**src/hcb_pkg.sv**
```systemverilog
`default_nettype none

package hcb_pkg;

	typedef logic [7:0] byte_t;
	typedef logic [2:0] cfg_idx_t;

	// register map
	localparam cfg_idx_t REG_K00 = 3'd0;
	localparam cfg_idx_t REG_K01 = 3'd1;
	localparam cfg_idx_t REG_K10 = 3'd2;
	localparam cfg_idx_t REG_K11 = 3'd3;
	localparam cfg_idx_t REG_DEC = 3'd4;

	// effective matrix used by the datapath (key or its inverse mod 256)
	typedef struct packed {
		byte_t m00;
		byte_t m01;
		byte_t m10;
		byte_t m11;
		logic  err;
	} key_t;

endpackage

`default_nettype wire

```
**src/hcb_if.sv**
```systemverilog
`default_nettype none

interface hcb_in_if;
	logic           valid;
	logic           ready;
	hcb_pkg::byte_t data_byte;
	logic           last_byte;

	modport source (output valid, output data_byte, output last_byte, input ready);
	modport sink (input valid, input data_byte, input last_byte, output ready);
endinterface

interface hcb_out_if;
	logic           valid;
	logic           ready;
	hcb_pkg::byte_t first_out;
	hcb_pkg::byte_t second_out;
	logic           key_error;

	modport source (output valid, output first_out, output second_out, output key_error,
		input ready);
	modport sink (input valid, input first_out, input second_out, input key_error,
		output ready);
endinterface

interface hcb_cfg_if;
	logic              valid;
	logic              ready;
	hcb_pkg::cfg_idx_t index;
	hcb_pkg::byte_t    data;

	modport source (output valid, output index, output data, input ready);
	modport sink (input valid, input index, input data, output ready);
endinterface

`default_nettype wire

```
**src/hcb_key_setup.sv**
```systemverilog
`default_nettype none

module hcb_key_setup (
	input  logic              clk,
	input  logic              arst_n,
	input  logic              cfg_we,
	input  hcb_pkg::cfg_idx_t cfg_idx,
	input  hcb_pkg::byte_t    cfg_data,
	output hcb_pkg::key_t     key,
	output logic              busy
);
	import hcb_pkg::*;

	localparam logic [2:0] STEP_IDLE  = 3'd0;
	localparam logic [2:0] STEP_PROD  = 3'd1;
	localparam logic [2:0] STEP_DET   = 3'd2;
	localparam logic [2:0] STEP_NEWT1 = 3'd3;
	localparam logic [2:0] STEP_CHK   = 3'd4;
	localparam logic [2:0] STEP_NEWT2 = 3'd5;
	localparam logic [2:0] STEP_MAT   = 3'd6;

	byte_t      k00_q, k01_q, k10_q, k11_q;
	logic       dec_q;
	logic [2:0] step_q;
	byte_t      pa_q, pb_q, det_q, dx_q, x_q;
	key_t       key_q;
	byte_t      det_c;

	assign det_c = pa_q - pb_q;

	always_ff @(posedge clk or negedge arst_n) begin
		if (!arst_n) begin
			k00_q  <= 8'd1;
			k01_q  <= 8'd0;
			k10_q  <= 8'd0;
			k11_q  <= 8'd1;
			dec_q  <= 1'b0;
			step_q <= STEP_IDLE;
			key_q  <= '{m00: 8'd1, m01: 8'd0, m10: 8'd0, m11: 8'd1, err: 1'b0};
		end else if (cfg_we) begin
			case (cfg_idx)
				REG_K00: k00_q <= cfg_data;
				REG_K01: k01_q <= cfg_data;
				REG_K10: k10_q <= cfg_data;
				REG_K11: k11_q <= cfg_data;
				REG_DEC: dec_q <= cfg_data[0];
				default: ;
			endcase
			step_q <= STEP_PROD;
		end else begin
			case (step_q)
				STEP_IDLE:  step_q <= STEP_IDLE;
				STEP_MAT: begin
					step_q <= STEP_IDLE;
					if (!dec_q) begin
						key_q <= '{m00: k00_q, m01: k01_q, m10: k10_q, m11: k11_q, err: 1'b0};
					end else if (!det_q[0]) begin
						// even determinant: no inverse, zero the matrix and flag it
						key_q <= '{m00: 8'd0, m01: 8'd0, m10: 8'd0, m11: 8'd0, err: 1'b1};
					end else begin
						key_q.m00 <= k11_q * x_q;
						key_q.m01 <= 8'd0 - k01_q * x_q;
						key_q.m10 <= 8'd0 - k10_q * x_q;
						key_q.m11 <= k00_q * x_q;
						key_q.err <= 1'b0;
					end
				end
				default: step_q <= step_q + 3'd1;
			endcase
		end
	end

	// determinant and its inverse: Newton steps x <- x*(2 - d*x), one multiply level per step
	always_ff @(posedge clk) begin
		case (step_q)
			STEP_PROD: begin
				pa_q <= k00_q * k11_q;
				pb_q <= k01_q * k10_q;
			end
			STEP_DET: begin
				det_q <= det_c;
				x_q   <= det_c;
				dx_q  <= det_c * det_c;
			end
			STEP_NEWT1: x_q <= x_q * (8'd2 - dx_q);
			STEP_CHK:   dx_q <= det_q * x_q;
			STEP_NEWT2: x_q <= x_q * (8'd2 - dx_q);
			default: ;
		endcase
	end

	assign key  = key_q;
	assign busy = (step_q != STEP_IDLE);

	// the flag may be stale while a setup runs
	a_err_needs_dec: assert property (@(posedge clk) disable iff (!arst_n)
		key_q.err && step_q == STEP_IDLE |-> dec_q)
		else $error("key error flagged in encrypt mode");

	a_write_starts: assert property (@(posedge clk) disable iff (!arst_n)
		cfg_we |=> step_q == STEP_PROD)
		else $error("config write did not restart key setup");

	a_step_range: assert property (@(posedge clk) disable iff (!arst_n)
		step_q == STEP_MAT && !cfg_we |=> step_q == STEP_IDLE)
		else $error("key setup did not finish");

endmodule

`default_nettype wire

```
**src/hcb_datapath.sv**
```systemverilog
`default_nettype none

module hcb_datapath (
	input  logic          clk,
	input  logic          arst_n,
	hcb_in_if.sink        src,
	hcb_out_if.source     dst,
	input  hcb_pkg::key_t key,
	input  logic          busy
);
	import hcb_pkg::*;

	byte_t held_q;
	logic  holding_q;
	byte_t p0_s1, p1_s1;
	logic  vld_s1;
	byte_t first_q, second_q;
	logic  err_q, vld_q;
	logic  out_adv, acc, pair;

	assign out_adv   = !vld_q || dst.ready;
	assign src.ready = !busy && (!vld_s1 || out_adv);
	assign acc       = src.valid && src.ready;
	assign pair      = acc && holding_q;

	always_ff @(posedge clk or negedge arst_n) begin
		if (!arst_n) begin
			holding_q <= 1'b0;
			vld_s1    <= 1'b0;
			vld_q     <= 1'b0;
		end else begin
			// a first byte with the last mark is dropped and pairing stays clear
			if (acc)
				holding_q <= !holding_q && !src.last_byte;
			if (pair)
				vld_s1 <= 1'b1;
			else if (out_adv)
				vld_s1 <= 1'b0;
			if (out_adv)
				vld_q <= vld_s1;
		end
	end

	always_ff @(posedge clk) begin
		if (acc && !holding_q)
			held_q <= src.data_byte;
		if (pair) begin
			p0_s1 <= held_q;
			p1_s1 <= src.data_byte;
		end
		if (out_adv) begin
			first_q  <= key.m00 * p0_s1 + key.m01 * p1_s1;
			second_q <= key.m10 * p0_s1 + key.m11 * p1_s1;
			err_q    <= key.err;
		end
	end

	assign dst.valid      = vld_q;
	assign dst.first_out  = first_q;
	assign dst.second_out = second_q;
	assign dst.key_error  = err_q;

endmodule

`default_nettype wire

```
**src/hill_cipher_2x2_byte_pairs.sv**
```systemverilog
// 2x2 Hill cipher over byte pairs, mod 256.
// src: input bytes (data_byte, last_byte), valid/ready. Bytes pair up in
//   arrival order; the second byte of a pair yields one item on dst. A first
//   byte carrying last_byte is dropped and pairing restarts.
// dst: first_out, second_out, key_error, valid/ready. key_error is set, with
//   zero bytes, when decrypting under a key with even determinant.
// cfg: register writes (index, data), always ready. Index 0..3 are the key
//   entries k00, k01, k10, k11; index 4 selects decrypt. Other indexes ignored.
// Throughput: one byte per cycle while no key setup runs and dst is ready.
//   A result passes the input stage, then the result register, to dst.
// Each config write restarts the key setup (determinant, Newton
//   inverse, matrix), one multiply level per cycle; src.ready is low meanwhile.
// Reset: identity key, encrypt mode, no byte held, no result pending.
// A stalled dst holds its item; the input stage keeps taking bytes until it
//   also fills; outside key setup src.ready drops only when both are full.
`default_nettype none

module hill_cipher_2x2_byte_pairs (
	input logic       clk,
	input logic       arst_n,
	hcb_in_if.sink    src,
	hcb_out_if.source dst,
	hcb_cfg_if.sink   cfg
);
	import hcb_pkg::*;

	key_t key;
	logic busy;
	logic cfg_we;

	assign cfg.ready = 1'b1;
	assign cfg_we    = cfg.valid && cfg.ready;

	hcb_key_setup u_key (
		.clk      (clk),
		.arst_n   (arst_n),
		.cfg_we   (cfg_we),
		.cfg_idx  (cfg.index),
		.cfg_data (cfg.data),
		.key      (key),
		.busy     (busy)
	);

	hcb_datapath u_dp (
		.clk    (clk),
		.arst_n (arst_n),
		.src    (src),
		.dst    (dst),
		.key    (key),
		.busy   (busy)
	);

	a_busy_blocks: assert property (@(posedge clk) disable iff (!arst_n)
		busy |-> !src.ready)
		else $error("input taken during key setup");

	a_err_zero: assert property (@(posedge clk) disable iff (!arst_n)
		dst.valid && dst.key_error |-> dst.first_out == 8'd0 && dst.second_out == 8'd0)
		else $error("key error item with nonzero bytes");

	a_cfg_busy: assert property (@(posedge clk) disable iff (!arst_n)
		cfg_we |=> busy)
		else $error("config write did not start key setup");

endmodule

`default_nettype wire
```
**src/flat_wrapper.sv**
```systemverilog
// flat-port wrapper written by rule: the top's interface ports become plain ports
module hill_cipher_2x2_byte_pairs_flat import hcb_pkg::*;
  (clk, arst_n, src_valid, src_data_byte, src_last_byte, src_ready, dst_valid, dst_first_out, dst_second_out, dst_key_error, dst_ready, cfg_valid, cfg_index, cfg_data, cfg_ready);
  hcb_in_if src_i ();
  hcb_out_if dst_i ();
  hcb_cfg_if cfg_i ();
  input logic clk;
  input logic arst_n;
  input wire logic [$bits(src_i.valid)-1:0] src_valid;
  input wire logic [$bits(src_i.data_byte)-1:0] src_data_byte;
  input wire logic [$bits(src_i.last_byte)-1:0] src_last_byte;
  output wire logic [$bits(src_i.ready)-1:0] src_ready;
  output wire logic [$bits(dst_i.valid)-1:0] dst_valid;
  output wire logic [$bits(dst_i.first_out)-1:0] dst_first_out;
  output wire logic [$bits(dst_i.second_out)-1:0] dst_second_out;
  output wire logic [$bits(dst_i.key_error)-1:0] dst_key_error;
  input wire logic [$bits(dst_i.ready)-1:0] dst_ready;
  input wire logic [$bits(cfg_i.valid)-1:0] cfg_valid;
  input wire logic [$bits(cfg_i.index)-1:0] cfg_index;
  input wire logic [$bits(cfg_i.data)-1:0] cfg_data;
  output wire logic [$bits(cfg_i.ready)-1:0] cfg_ready;
  assign src_i.valid = src_valid;
  assign src_i.data_byte = src_data_byte;
  assign src_i.last_byte = src_last_byte;
  assign src_ready = src_i.ready;
  assign dst_valid = dst_i.valid;
  assign dst_first_out = dst_i.first_out;
  assign dst_second_out = dst_i.second_out;
  assign dst_key_error = dst_i.key_error;
  assign dst_i.ready = dst_ready;
  assign cfg_i.valid = cfg_valid;
  assign cfg_i.index = cfg_index;
  assign cfg_i.data = cfg_data;
  assign cfg_ready = cfg_i.ready;
  hill_cipher_2x2_byte_pairs u_core (.clk(clk), .arst_n(arst_n), .src(src_i), .dst(dst_i), .cfg(cfg_i));
endmodule
```
**config.mk**
```make
export PLATFORM = sky130hd
export DESIGN_NAME = hill_cipher_2x2_byte_pairs_flat
export DESIGN_NICKNAME = d
export VERILOG_FILES = /design/src/hcb_pkg.sv /design/src/hcb_if.sv /design/src/hcb_key_setup.sv /design/src/hcb_datapath.sv /design/src/hill_cipher_2x2_byte_pairs.sv /design/src/flat_wrapper.sv
export SDC_FILE = /design/constraint.sdc
export NUM_CORES = 1
export LEC_CHECK = 0
export BUFFER_PORTS_ARGS = -buffer_cell sky130_fd_sc_hd__buf_2
export CORE_ASPECT_RATIO = 1.25
export CORE_UTILIZATION = 25
export CTS_BUF_LIST = sky130_fd_sc_hd__clkbuf_16
export DETAILED_ROUTE_END_ITERATION = 6
export PLACE_DENSITY_LB_ADDON = 0.2
export SLEW_MARGIN = 15
export SYNTH_ARGS = -nofsm -noshare
export SYNTH_HDL_FRONTEND = slang
export SYNTH_SLANG_ARGS = --single-unit
```
**constraint.sdc**
```tcl
create_clock -name clk -period 4.6 [get_ports clk]
set_input_delay 0.46 -clock clk [delete_from_list [all_inputs] [get_ports clk]]
set_output_delay 0.46 -clock clk [all_outputs]
set_load 0.01 [all_outputs]
```
* Yosys cells after proc, flatten, opt, wreduce, memory -nomap -nowiden
Index checks and enable logic that the tools add are counted.
** Storage, ports and cells
- Bits in registers :: 153
- Latch bits :: 0
- Memory bits (writable) :: 0
- Memory bits (read-only) :: 0
- Input bits :: 25
- Output and inout bits :: 20
- Word-level logic and storage cells :: 90
- Memories kept :: 0
** Operators by class
- Add/subtract/negate cells :: 7
- Multipliers :: 13
- Divide/modulo/power cells :: 0
- $lt $le $gt $ge :: 0
- Equality and inequality tests :: 10
- Shift-type cells :: 0
- Multiplexer cells :: 8
- Bitwise logic cells :: 1
- Reduce and logical (&&, ||, !) cells :: 26
** Operators with widths (count)
- $mul 8x8->8 :: 13
- $mux 33 :: 2
- $pmux 8 s2 :: 2
- $add 8x8->8 :: 2
- $sub 1x8->8 const A :: 2
- $eq 3x2->1 const B :: 4
- $eq 3x3->1 const B :: 4
- $reduce_and 2->1 :: 6
- $sub 2x8->8 const A :: 1
- $sub 8x8->8 :: 1
- $eq 3x1->1 const B :: 2
- $logic_not 3->1 :: 2
- $mux 3 :: 2
- $reduce_bool 2->1 :: 3
- $logic_and 1x1->1 :: 5
- $logic_not 1->1 :: 5
- $reduce_or 2->1 :: 2
- $add 3x1->3 const B :: 1
- $reduce_bool 3->1 :: 1
- $logic_or 1x1->1 :: 2
- $mux 1 :: 2
- $not 1->1 :: 1

* Longest topological paths before layout
Gate-level depths: netlist (run 1).
- Depth in word-level cells :: 7
- Depth in mapped cells :: 22
- Gate-level depth less buffers :: 22

* Cells and area by module
From an unflattened synthesis (run 1), not the netlist that was laid out.
** Unflattened totals
- Cell total of the unflattened synthesis :: 1838
- Area total of the unflattened synthesis :: 17820.8 um^2
** Modules (own cells, without submodules)
- hcb_key_setup :: times used 1, cells each 1332, area an instance 12548.3 um^2, sequential area each 2932.8 um^2
- hcb_datapath :: times used 1, cells each 504, area an instance 5261.3 um^2, sequential area each 1306.3 um^2
- hill_cipher_2x2_byte_pairs :: times used 1, cells each 2, area an instance 11.3 um^2, sequential area each 0.0 um^2

* Worst setup path before layout (run 1)
No wires, ideal clock.
- Kind :: reg2reg
- From :: register u_core.u_dp.p0_s1[1]
- To :: register u_core.u_dp.second_q[7], in the netlist u_core.u_dp.dst.second_out[7], data pin
- Arrival time :: 4.585 ns
- Path slack :: -0.245 ns
- Stages on the path, launching flop included :: 18
- Path buffers :: 1
- Cells stage by stage :: edfxtp_1 -> clkbuf_1 -> nand2_1 -> fa_1 -> fa_1 -> inv_1 -> fa_1 -> inv_1 -> fa_1 -> fa_1 -> inv_1 -> fa_1 -> xor2_1 -> xnor2_1 -> xnor2_1 -> xnor2_1 -> xnor2_1 -> xnor2_1
** On the way
- Cells in the longest elaborated chain, start to end :: 2
** Ends and longest elaborated chain
- from (decl) :: RTL line hcb_datapath.sv:15 : byte_t p0_s1, p1_s1;
- from (signal assigned) :: RTL line hcb_datapath.sv:48 : p0_s1 <= held_q;
- $mul 8x8->8 :: RTL line hcb_datapath.sv:53 : second_q <= key.m10 * p0_s1 + key.m11 * p1_s1;
- $add 8x8->8 :: RTL line hcb_datapath.sv:53
- to (signal assigned) :: RTL line hcb_datapath.sv:53
- to (decl) :: RTL line hcb_datapath.sv:17 : byte_t first_q, second_q;
No other way between the ends.
A chain may end at the register's enable or synchronous reset.

* Final worst setup path (run 1)
- From :: register u_core.u_dp.p0_s1[4]
- To :: register u_core.u_dp.first_q[7], in the netlist u_core.u_dp.dst.first_out[7], data pin
** On the way
- Cells in the longest elaborated chain, start to end :: 2
** Ends and longest elaborated chain
- $mul 8x8->8 :: RTL line hcb_datapath.sv:52 : first_q <= key.m00 * p0_s1 + key.m01 * p1_s1;
- $add 8x8->8 :: RTL line hcb_datapath.sv:52
- to (signal assigned) :: RTL line hcb_datapath.sv:52
- to (decl) :: RTL line hcb_datapath.sv:17
No other way between the ends.

==> impl_metrics.ini, run 1 <==
[yosys]
yosysTopAreaCellShare_pct = 18.82
synth_async_sr_flop_share_pct = 47.06
ys_seq_elements = 153
ys_types = 44
yosysSeqAreaShare_pct = 23.73
synth_top_family_by_area = adder cells
synth_edf_count = 81
ys.flop_type = edfxtp_1
avgSynthCellArea_sq_um = 9.550
synth-simple-area-share_pct = 15.93
synthAdderAreaFrac_pct = 34.93
ys_top_cells_by_area = fa_1 (19%), ha_1 (16%), edfxtp_1 (14%)
synth_compound_area_share_pct = 4.769
netlist_area_sq_mm = 0.01787
yosysTopAreaCell = fa_1
synth_cells = 1871
yosys_warnings = 0
muxShareOfSynthArea_pct = 2.269
synth-xor-area-share_pct = 10.53

[cts]
cts-root-buf = clkbuf_16
clk_latency_ns = 0.48
cts.sinks = 153
cts_tree = built
numCtsBuffers = 17
clk_pin_slew_worst_paths_ns = 0.07
clockBufferDepth = 2
htree_num_levels = 4

[routing]
viasPerCell = 4.214
wl_microns = 49150
drt_iter0_markers = 415
drc = 0
ant_nets = 0
dr_total_vias = 12570
dr.pass1.iters = 4
wire_per_inst_microns = 16.48

[global_routing]
grt_pass1_wl_microns = 78160
grt_usage_pct = 14.37
grt_max_degree = 62
grt_overflow = 0
grt_pass1_vias = 13810
antenna_found_initial = 3

[timing]
setup_violations = 2
drv_slew = 0
fmax_mhz = 214.7
holdWs_ns = 0.1734
setup_ws_ns = -0.05863
finClkSkew_ns = 0.02208
fin_crit_sh_pct = 101.3
tightest_slew_ns = 1.006
hold_violations = 0
rsz0062_at_grt = yes
max-slew-margin-rel_pct = 32.96
final.min_clock_period_ns = 4.659

[setup_path]
critical_path.max_fanout = 4
critPathLaunchType = flip-flop
worstPathRequired_ns = 4.81
worstPathArrival_ns = 4.87
end_kind = flip-flop
r2r_setup_slack_ns = -0.06
critical_path_class = reg2reg

[job]
max_cap_viol_count = 0

[final_layout]
syn_to_final_growth_pct = 19.06
nFillCells = 7539
fin_cells = 2983
utilization_pct = 30.11
drive_gt1_share_pct = 17.86
nNetsFinal = 2448

[placement]
io_buffers = 43
gp_congestion = 0.8237
dp_hpwl_microns = 40180
place_inst = 2930

[run_status]
outcome = complete, but fails checks
violations = negative setup slack

[die]
fp.dieW_microns = 241.1
io-pin-count = 45
dieArea_sq_mm = 0.07255
rows = 109
coreArea_sq_mm = 0.07065
dieHeight_microns = 300.9
initial_core_util_pct = 25.29

[hold_path]
hold_path.class = in2reg
-- cell families after synthesis --
logic type	count (synthesis)
AO/OA/AOI/OAI	144
XOR/XNOR	210
adder cells (fa/ha/maj)	398
buffers and inverters	368
flip-flops	153
multiplexers	36
other	2
AND/OR/NAND/NOR	560
-- worst paths after layout --
| kind | depth (start not counted) | to | startpoint |
|---|---|---|---|
| min reg2reg | 0 | u_core.u_dp.p0_s1[7]$_DFFE_PP_ | u_core.u_dp.held_q[7]$_DFFE_PP_ |
| max reg2reg | 19 | u_core.u_dp.dst.first_out[7]$_DFFE_PP_ | u_core.u_dp.p0_s1[4]$_DFFE_PP_ |
| max | 19 | u_core.u_dp.dst.first_out[7]$_DFFE_PP_ | u_core.u_dp.p0_s1[4]$_DFFE_PP_ |
| min in group asynchronous | 2 | u_core.u_key.k10_q[6]$_DFFE_PN0P_ | arst_n |
| max in group asynchronous | 3 | u_core.u_key.key[29]$_DFFE_PN0P_ | arst_n |
| min | 1 | u_core.u_dp.p1_s1[7]$_DFFE_PP_ | src_data_byte[7] |
-- through the flow --
| step | cell area (sq um) | TNS, ns | worst slack (ns) |
|---|---|---|---|
| floorplan | 17910 | -0.001662 | -0.001662 |
| global placement | 20090 | -0.4795 | -0.1878 |
| detailed placement | 20090 | -0.7256 | -0.2276 |
| CTS | 20890 | -0.2669 | -0.1113 |
| global route | 21270 | -0.8202 | -0.2560 |
| finish | 21270 | -0.1028 | -0.05863 |
-- layout by cell type (no fill, tap or decap), types with 7 or more instances in the layout --
cell and n:
mux2_2 36, nor2_1 22, xnor2_1 161, ha_4 20
clkbuf_16 18, nor2b_1 32, a21o_1 25, and2_1 228
fa_1 157, nand2b_1 10, o21ai_0 39, inv_1 284
fa_2 11, a21oi_1 40, edfxtp_1 81, dfrtp_1 64
buf_2 42, ha_1 210, a21oi_2 7, inv_2 16
buf_6 12, nand2_1 232, a31oi_1 9, nand2_2 10
buf_4 149, xnor2_2 7, xor2_1 37
-- sequential cells by signal, summed over array words and instances (netlist names), 8 cells and up --
name and cells:
u_core.u_key.dx_q 8, u_core.u_key.key 33, u_core.u_key.k01_q 8, u_core.u_key.k10_q 8
u_core.u_dp.p1_s1 8, u_core.u_dp.p0_s1 8, u_core.u_key.x_q 8, u_core.u_key.k00_q 8
u_core.u_key.pb_q 8, u_core.u_dp.dst.first_out 8, u_core.u_dp.held_q 8, u_core.u_dp.dst.second_out 8
u_core.u_key.det_q 8, u_core.u_key.pa_q 8, u_core.u_key.k11_q 8
-- worst max-delay path: stages (launching register included) --
cell	delay, ns
edfxtp_1	0.43
buf_4	0.16
buf_4	0.14
and2_1	0.15
ha_1	0.28
ha_1	0.29
inv_2	0.05
fa_1	0.49
inv_2	0.04
fa_1	0.47
inv_1	0.05
fa_1	0.47
inv_1	0.05
fa_1	0.50
ha_4	0.30
inv_1	0.04
o21bai_1	0.12
a21oi_1	0.09
xnor2_1	0.18
xnor2_1	0.08
-- routing by layer --
| metal | global-route usage [%] | wire, microns | vias to the layer above |
|---|---|---|---|
| li1 | - | - | 6129 |
| met1 | 17.05 | 20900 | 6240 |
| met2 | 26.59 | 26130 | 152 |
| met3 | 1.944 | 1096 | 48 |
| met4 | 4.069 | 1011 | 0 |
| met5 | 0 | 0 | - |
-- cell type report --
type                       count  area [sq um]  share of cell area [%]
timing repair buffer         205          1494                   7.023
antenna                        2         5.005                 0.02353
clock inverter                14         107.6                  0.5058
inverter                     297          1115                   5.241
tap                          943          1180                   5.546
multi-input combinational   1351         12680                   59.59
sequential                   153          4244                   19.95
clock buffer                  18         450.4                   2.117
-- cells in the mapped netlist, types with 9 or more instances --
cell type and count:
clkbuf_1 66, a31oi_1 9, nand2b_1 11, fa_1 168, a21o_1 25, o21ai_0 43
xnor2_1 168, and2_1 231, nand2_1 242, a21oi_1 48, mux2_2 36, xor2_1 39
inv_1 297, edfxtp_1 81, ha_1 230, nor2b_1 33, dfrtp_1 68, nor2_1 24
-- what timing repair did --
item / 4_1_cts / 5_1_grt
hold buffers: 1 / 0
resized for setup: 39 / 64
endpoints found under the hold margin: 31 / 0
endpoints found under the setup margin: 5 / 11
setup buffers: 13 / 6
pin swaps: 37 / 69
Power of run 1 is left out: the tool's default activity adds up to more than one toggle a clock period on the data nets, which glitch-free logic cannot reach.
==> inputs of run 2 (changes only) <==
CELL_PAD_IN_SITES_DETAIL_PLACEMENT = 1   (was unset)
CELL_PAD_IN_SITES_GLOBAL_PLACEMENT = 2   (was unset)
==> run 2 against run 1 <==
The flow still finishes with violations (negative setup slack). Maximum frequency fell by 1.2%. Global-route usage increased by 1.8 points. Worst setup slack got worse by 0.054 ns. Sequential share of layout area shrank 0.39 points. Flip-flop and latch count stayed put. Non-clock buffer count is 43 higher. Core utilization up 0.58 points. Hold slack better by 0.0049 ns. Via count grew 2.5%. Highest routed layer is now met5.
==> impl_metrics.ini, run 2 (synthesis gave the netlist of run 1 again) <==
[routing]
wire_per_inst_microns = 18.23
wl_microns = 55140
drt_iter0_markers = 322
dr.pass1.iters = 4
ant_nets = 0
drc = 0
viasPerCell = 4.260
dr_total_vias = 12880

[setup_path]
slowest_stage = fa_1
critical_path_class = reg2reg
max_stage_delay_ns = 0.51
r2r_setup_slack_ns = -0.11
worstPathArrival_ns = 4.95
worstPathRequired_ns = 4.83
critical_path.max_fanout = 6
crit_chain = buf_6 > nand2_4 > fa_1 > inv_2 > ha_4 > inv_2 > fa_1 > inv_1 > fa_1 > inv_2 > fa_1 > fa_1 > inv_2 > ha_4 > inv_2 > o21bai_1 > a21oi_1 > xnor2_1 > xnor2_1
critPathLaunchType = flip-flop
end_kind = flip-flop

[cts]
clk_latency_ns = 0.49
htree_num_levels = 4
cts-root-buf = clkbuf_16
numCtsBuffers = 17
clockBufferDepth = 2
cts.sinks = 153
clk_pin_slew_worst_paths_ns = 0.08
cts_tree = built

[timing]
max-slew-margin-rel_pct = 31.70
hold_violations = 0
final.min_clock_period_ns = 4.713
tns_ns = -0.2595
setup_violations = 3
drv_slew = 0
finClkSkew_ns = 0.01557
tightest_slew_ns = 1.024
rsz0062_at_grt = yes
fin_crit_sh_pct = 102.5
fmax_mhz = 212.2
setup_ws_ns = -0.1130

[final_layout]
syn_to_final_growth_pct = 21.34
drive_gt1_share_pct = 19.80
nFillCells = 8179
nNetsFinal = 2491
utilization_pct = 30.69
diodes = 0
largest_reg_flops = 33
layout_common_cells = inv_1 (277), nand2_1 (236), and2_1 (227)
final_common_cell = inv_1

[die]
coreArea_sq_mm = 0.07065
initial_core_util_pct = 25.29
fp.dieW_microns = 241.1
io-pin-count = 45
rows = 109
dieArea_sq_mm = 0.07255
dieHeight_microns = 300.9

[global_routing]
grt_max_degree = 62
grt_usage_pct = 16.18
grt_pass1_vias = 15010
grt_pass1_wl_microns = 87040
antenna_found_initial = 4
grt_overflow = 0

[run_status]
violations = negative setup slack
outcome = complete, but fails checks

[placement]
gp_congestion = 0.7928
dp_hpwl_microns = 44390
io_buffers = 43

[job]
max_cap_viol_count = 0

[hold_path]
hold_path.class = in2reg
==> run 2: changes by cell type in the layout (fill, tap and decap cells not counted), moves of 6 or more <==
cell and delta:
ha_4 -8, buf_4 +37, ha_1 +7, inv_1 -7, nand2_2 -6
==> run 2: final timing paths <==
check                                                 from                                 endpoint  cells past startpoint
hold / removal                            src_data_byte[6]          u_core.u_dp.held_q[6]$_DFFE_PP_                      1
min in group asynchronous                           arst_n         u_core.u_key.step_q[2]$_DFF_PN0_                      2
setup / recovery            u_core.u_dp.p0_s1[3]$_DFFE_PP_  u_core.u_dp.dst.second_out[7]$_DFFE_PP_                     19
max in group asynchronous                           arst_n         u_core.u_key.key[11]$_DFFE_PN0P_                      3
setup reg to reg            u_core.u_dp.p0_s1[3]$_DFFE_PP_  u_core.u_dp.dst.second_out[7]$_DFFE_PP_                     19
hold reg to reg            u_core.u_dp.held_q[2]$_DFFE_PP_           u_core.u_dp.p0_s1[2]$_DFFE_PP_                      0
==> run 2: worst max-delay path: cells and delay by family, from the launching register on <==
family                     cells  cell delay, ns
and+or+nand+nor                1            0.04
xor gates and xnor gates       2            0.28
buffers and inverters          7            0.41
adders and majority gates      7            2.98
DFF                            1            0.50
AOI/OAI and AO/OA              2            0.22
==> run 2: final cells by class <==
type                            instances  area (sq um)  share of cell area [%]
Clock buffer                           17         425.4                   1.962
Clock inverter                         15         180.2                  0.8310
Inverter                              297          1115                   5.142
Multi-Input combinational cell       1351         12680                   58.50
Sequential cell                       153          4242                   19.56
Tap cell                              943          1180                   5.442
Timing Repair Buffer                  248          1857                   8.564
==> run 2: timing repair <==
item,CTS,global route
endpoints found under the setup margin,7,13
endpoints found under the hold margin,34,0
hold buffers,1,0
gates resized for setup,49,65
pin swaps,45,47
setup buffers,35,15
==> run 2: through the flow <==
step / instance area, sq um / setup slack (ns) / instances / hold WS [ns]
floorplan: 17910 / -0.001662 / 1872 / 0.1644
global placement: 20220 / -0.2124 / 2944 / 0.4014
detailed placement: 20220 / -0.3566 / 2944 / 0.4063
CTS: 21300 / -0.1367 / 3011 / 0.1420
global route: 21680 / -0.3173 / 3024 / 0.1524
finish: 21680 / -0.1130 / 3024 / 0.1783
==> run 2: per-layer routing <==
layer / up-vias / routed length (microns) / global-route usage (%)
met3: 51 / 1025 / 2.219
met5: - / 8 / 0
met4: 2 / 1207 / 4.611
met2: 115 / 30280 / 30.99
met1: 6498 / 22610 / 18.27
li1: 6215 / - / -
Power of run 2 is left out for the same reason.
